[config.mk]
export PLATFORM = sky130hd
export DESIGN_NAME = smt_queue
export DESIGN_NICKNAME = d
export VERILOG_FILES = /design/src/hw/rtl/smt_pkg.sv /design/src/hw/rtl/smt_queue.sv
export VERILOG_INCLUDE_DIRS = /design/src /design/src/hw/rtl
export SDC_FILE = /design/constraint.sdc
export NUM_CORES = 1
export LEC_CHECK = 0
export ABC_AREA = 1
export ABC_CLOCK_PERIOD_IN_PS = 8020
export BUFFER_PORTS_ARGS = -buffer_cell sky130_fd_sc_hd__buf_2
export CAP_MARGIN = 40
export CORE_MARGIN = 2
export CORE_UTILIZATION = 43
export CTS_CLUSTER_DIAMETER = 200
export DETAILED_ROUTE_END_ITERATION = 10
export GPL_ROUTABILITY_DRIVEN = 0
export PLACE_DENSITY = 0.67
export SYNTH_ARGS = -nofsm -noshare
export SYNTH_HDL_FRONTEND = slang
export SYNTH_SLANG_ARGS = --single-unit
[constraint.sdc]
create_clock -name clk -period 8.02 [get_ports clk]
set_input_delay 1.604 -clock clk [delete_from_list [all_inputs] [get_ports clk]]
set_output_delay 1.604 -clock clk [all_outputs]
set_load 0.005 [all_outputs]
[src/hw/rtl/stereo_match_triangulator_assert.svh]
// Assertion macros for the stereo match triangulator RTL.
// Each macro expects clk and rst_n to be visible in the module that uses it.
`ifndef STEREO_MATCH_TRIANGULATOR_ASSERT_SVH
`define STEREO_MATCH_TRIANGULATOR_ASSERT_SVH

// Checks a property on every rising clock edge outside reset.
`define SMT_ASSERT(name, prop, msg) \
    name: assert property (@(posedge clk) disable iff (!rst_n) (prop)) else $error(msg);

// Checks that a condition is followed in the next cycle by a consequence.
`define SMT_ASSERT_NEXT(name, cond, conseq, msg) \
    name: assert property (@(posedge clk) disable iff (!rst_n) (cond) |=> (conseq)) \
        else $error(msg);

`endif

[src/hw/rtl/smt_pkg.sv]
// ----------------------------------------------------------------------------
// smt_pkg
// Shared types, constants and codes of the stereo match triangulator.
// ----------------------------------------------------------------------------
package smt_pkg;

    localparam int PIXEL_FRAC_BITS    = 4;
    localparam int BASELINE_FRAC_BITS = 12;
    localparam int DEPTH_FRAC_BITS    = 16;
    localparam int DEPTH_SHIFT        = DEPTH_FRAC_BITS - BASELINE_FRAC_BITS;
    localparam int NUM_W              = 32 + DEPTH_SHIFT;
    localparam int QUOT_W             = 24;
    localparam int QUEUE_DEPTH        = 4;
    localparam int QUEUE_PTR_W        = $clog2(QUEUE_DEPTH);

    localparam logic [2:0] VERDICT_KEPT       = 3'd0;
    localparam logic [2:0] VERDICT_OFF_ROW    = 3'd1;
    localparam logic [2:0] VERDICT_NEG_DISP   = 3'd2;
    localparam logic [2:0] VERDICT_SMALL_DISP = 3'd3;
    localparam logic [2:0] VERDICT_TOO_FAR    = 3'd4;

    localparam logic [2:0] CFG_FOCAL_X       = 3'd0;
    localparam logic [2:0] CFG_FOCAL_Y       = 3'd1;
    localparam logic [2:0] CFG_CENTER_X      = 3'd2;
    localparam logic [2:0] CFG_CENTER_Y      = 3'd3;
    localparam logic [2:0] CFG_BASELINE      = 3'd4;
    localparam logic [2:0] CFG_ROW_TOLERANCE = 3'd5;
    localparam logic [2:0] CFG_MIN_DISPARITY = 3'd6;
    localparam logic [2:0] CFG_MAX_DEPTH     = 3'd7;

    typedef struct packed {
        logic [15:0] focal_x;
        logic [15:0] focal_y;
        logic [15:0] center_x;
        logic [15:0] center_y;
        logic [15:0] baseline;
        logic [15:0] row_tolerance;
        logic [15:0] min_disparity;
        logic [23:0] max_depth;
    } cfg_t;

    // Classified pair handed from the front end to the arithmetic back end.
    typedef struct packed {
        logic [2:0]       verdict;
        logic [15:0]      disp;
        logic [NUM_W-1:0] num;
        logic             x_neg;
        logic [15:0]      x_mag;
        logic             y_neg;
        logic [15:0]      y_mag;
    } job_t;

endpackage

[src/hw/rtl/smt_queue.sv]
// ----------------------------------------------------------------------------
// smt_queue
// Short queue of classified pairs between the front end and the back end.
// ----------------------------------------------------------------------------
`include "stereo_match_triangulator_assert.svh"

module smt_queue
(
    input  logic          clk,
    input  logic          rst_n,
    input  logic          push,
    input  smt_pkg::job_t push_job,
    input  logic          pop,
    output smt_pkg::job_t pop_job,
    output logic          empty,
    output logic          full
);
    import smt_pkg::*;

    job_t                   mem [QUEUE_DEPTH];
    logic [QUEUE_PTR_W-1:0] wr_ptr_reg;
    logic [QUEUE_PTR_W-1:0] wr_ptr_next;
    logic [QUEUE_PTR_W-1:0] rd_ptr_reg;
    logic [QUEUE_PTR_W-1:0] rd_ptr_next;
    logic [QUEUE_PTR_W:0]   count_reg;
    logic [QUEUE_PTR_W:0]   count_next;

    assign empty   = count_reg == '0;
    assign full    = count_reg == (QUEUE_PTR_W+1)'(QUEUE_DEPTH);
    assign pop_job = mem[rd_ptr_reg];

    always_comb
    begin
        wr_ptr_next = push ? wr_ptr_reg + 1'b1 : wr_ptr_reg;
        rd_ptr_next = pop ? rd_ptr_reg + 1'b1 : rd_ptr_reg;
        count_next  = count_reg + (QUEUE_PTR_W+1)'(push) - (QUEUE_PTR_W+1)'(pop);
    end

    always_ff @(posedge clk or negedge rst_n)
    begin
        if (!rst_n)
        begin
            wr_ptr_reg <= '0;
            rd_ptr_reg <= '0;
            count_reg  <= '0;
        end
        else
        begin
            wr_ptr_reg <= wr_ptr_next;
            rd_ptr_reg <= rd_ptr_next;
            count_reg  <= count_next;
        end
    end

    always_ff @(posedge clk)
    begin
        if (push)
        begin
            mem[wr_ptr_reg] <= push_job;
        end
    end

    `SMT_ASSERT(a_no_push_full, !(push && full), "push into a full queue")
    `SMT_ASSERT(a_no_pop_empty, !(pop && empty), "pop from an empty queue")
    `SMT_ASSERT_NEXT(a_count_up, push && !pop, count_reg == $past(count_reg) + 1'b1, "queue count did not grow on push")

endmodule

==> out/results.tsv <==
metric	value	unit
ctsResizeCount	0	
fin_crit	4.901	ns
peakVddDrop	0.1864	mV
cts_root_buf	clkbuf_16	
crit_path_max_fanout	103	
start_kind	flop	
crit_buf_inv	4	
cts_tree	done	
grt_max_degree	104	
h-tree-depth	2	
synth-seq-cells	363	
p_int	4.245	mW
placement.cell_area	16630	µm²
fin_area	17920	µm²
final_hold_viol_count	0	
overflow	0	
rrSetupSlack	5.61	ns
p_sw	2.169	mW
final_nets	1715	
pre_cts_ws	3.651	ns
core-area	35400	µm²
pwr-share-comb	31.5	%
die_w	193.1	µm
cap_viol_max_count	0	
tightestPinTransition	0.8102	ns
io_pins	184	
netSwitchingFraction	33.82	%
finClkSkew	0.009886	ns
grt_pass1_wl	48.29	mm
drt.antenna.violating_nets	0	
status	finished clean	
grt_setup_unrepaired	false	
hpwl	17.76	mm
synth.top_cells.by_area	edfxtp_1 (70%), nand2_1 (11%), inv_1 (9.0%)	
fin_crit_sh	61.11	%
fp-row-count	69	
drc_errors	0	
synth_common_cells	nand2_1 (456), inv_1 (368), edfxtp_1 (356)	
hold_path_class	reg2reg	
wirelength	31.08	mm
cp.arrival	3.30	ns
tns	0	ns
max_freq	204.0	MHz
synth_edf_count	356	
cp-end-kind	output port	
routedWlPerCell	14.74	µm
slew_violations	0	
drive_gt1_share	15.65	%
layout.cells.non_filler	2108	
ys_seq_area_share	70.68	%
cts_setup_buffers	0	
synth_ff_type	edfxtp_1	
leakagePower	8.351	nW
antenna_found_initial	6	
required	6.42	ns
critical-path-slowest-cell	buf_4	
pwr-share-seq	40.8	%
synth_top_cell_by_area	edfxtp_1	
avgSynthCellArea	10.68	µm²
synth_area	15370	µm²
dr_total_vias	9586	
area_growth	16.59	%
grt_pass1_vias	9371	
cts_max_path_buffers	3	
numCtsBuffers	39	
syn_nets	1540	
first_iter_violations	472	
slew-limit-headroom	45.98	%
worstSkewPairLatency	0.52	ns
yosysTopAreaCellShare	69.54	%
power_density	357.8	nW/µm²
postLayoutSetupSlackWorst	3.119	ns
cts.clk_slew.worst_paths	0.06	ns
hold_buffers	0	
slowest_delay	0.76	ns
finalSetupViolCount	0	
die_area	37280	µm²
dp.cells	2035	
yosys_warnings	0	
crit_chain	buf_16 -> inv_6 -> buf_4 -> nand2_1 -> nand3_1 -> nand2_1 -> buf_2	
start_util	43.43	%
grt_use_total	16.86	%
via_per_inst	4.547	
cts.sinks	363	
die_h	193.1	µm
pwr-share-clk	27.8	%
critPathTopFamily	buffers and inverters	
port_buffers	183	
synth_cell_types	17	
path_common_cell	nand2_1	
largest_register_ffs	356	
synthesis.instances	1440	
drtPass1Iterations	5	
synth_most_common_cell	nand2_1	
critPathKind	reg2out	
async_flop_share	1.928	%
## worst register-to-register path: stages (launching register included)
cell and delay [ns]:
dfrtp_1 0.42, inv_1 0.10, ha_1 0.15, nand2_1 0.09
inv_4 0.50, buf_4 0.76
## cells by family after synthesis
group | count (synthesis) | share of synthesized area (%)
fa+ha+maj | 7 | 0.6185
buf+inv | 429 | 11.48
flops | 363 | 70.68
simple gates | 637 | 17.03
xor+xnor | 3 | 0.1709
compound gates | 1 | 0.03252
## layer usage
| layer | GRT usage, % | vias to the layer above | wire length [µm] |
|---|---|---|---|
| met5 | 0 | - | 41 |
| met4 | 5.012 | 6 | 608 |
| met3 | 4.471 | 53 | 2151 |
| met2 | 28.98 | 223 | 15190 |
| met1 | 20.93 | 4465 | 13090 |
| li1 | - | 4839 | - |
## power groups by stage
stage / Clock [mW] / Combinational [mW] / Sequential, mW
floorplan: 0 / 1.35 / 2.60
global placement: 0 / 1.94 / 2.71
detailed placement: 0 / 2.07 / 2.66
CTS: 1.82 / 2.08 / 2.62
global route: 1.89 / 2.32 / 2.65
finish: 1.78 / 2.02 / 2.62
## cells in the final DEF, fill, tap and decap left out, types with 2 or more instances in the layout
| cell type | synthesis | layout |
|---|---|---|
| dfrtp_1 | 7 | 5 |
| clkinv_2 | 0 | 6 |
| clkbuf_16 | 0 | 41 |
| clkbuf_1 | 9 | 6 |
| xor2_1 | 3 | 3 |
| inv_4 | 1 | 5 |
| inv_6 | 0 | 2 |
| inv_1 | 368 | 364 |
| nand3_1 | 179 | 179 |
| nand2_1 | 456 | 456 |
| buf_2 | 31 | 183 |
| dfrtp_4 | 0 | 2 |
| clkbuf_8 | 0 | 2 |
| bufinv_16 | 0 | 4 |
| diode_2 | 0 | 5 |
| buf_4 | 6 | 8 |
| edfxtp_1 | 356 | 356 |
| nor3_1 | 2 | 2 |
| clkinv_1 | 0 | 6 |
| ha_1 | 6 | 6 |
| buf_16 | 0 | 2 |
## final cells by class
class                   count  area (µm²)
fillers                  3083       17470
diodes                      5       12.51
inverters                 370        1406
clock inverters            19       205.2
multi-input cells         648        2744
repair buffers            193        1031
clock buffers              49        1076
well taps                 461       576.8
flip-flops and latches    363       10870
## through the flow
step / hold slack (ns) / util (%) / power, mW
3_3_place_gp: 0.5151 / 46.83 / 4.649
2_1_floorplan: 0.4846 / - / 3.959
5_1_grt: 0.5735 / 50.60 / 6.860
4_1_cts: 0.5297 / 50.60 / 6.523
6_report: 0.5276 / 50.64 / 6.414
3_5_place_dp: 0.5141 / 46.98 / 4.729
## path summary, 6_finish.rpt
kind | depth (start not counted) | startpoint | endpoint
max | 7 | rd_ptr_reg[0]$_DFFE_PN0P_ | pop_job[56]
min | 1 | wr_ptr_reg[0]$_DFFE_PN0P_ | wr_ptr_reg[0]$_DFFE_PN0P_
max reg2reg | 5 | wr_ptr_reg[0]$_DFFE_PN0P_ | mem[2][28]$_DFFE_PP_
min reg2reg | 1 | wr_ptr_reg[0]$_DFFE_PN0P_ | wr_ptr_reg[0]$_DFFE_PN0P_
max in group asynchronous | 1 | rst_n | rd_ptr_reg[1]$_DFFE_PN0P_
min in group asynchronous | 1 | rst_n | wr_ptr_reg[1]$_DFFE_PN0P_
Note: power is estimated with default switching activity, not from simulation.
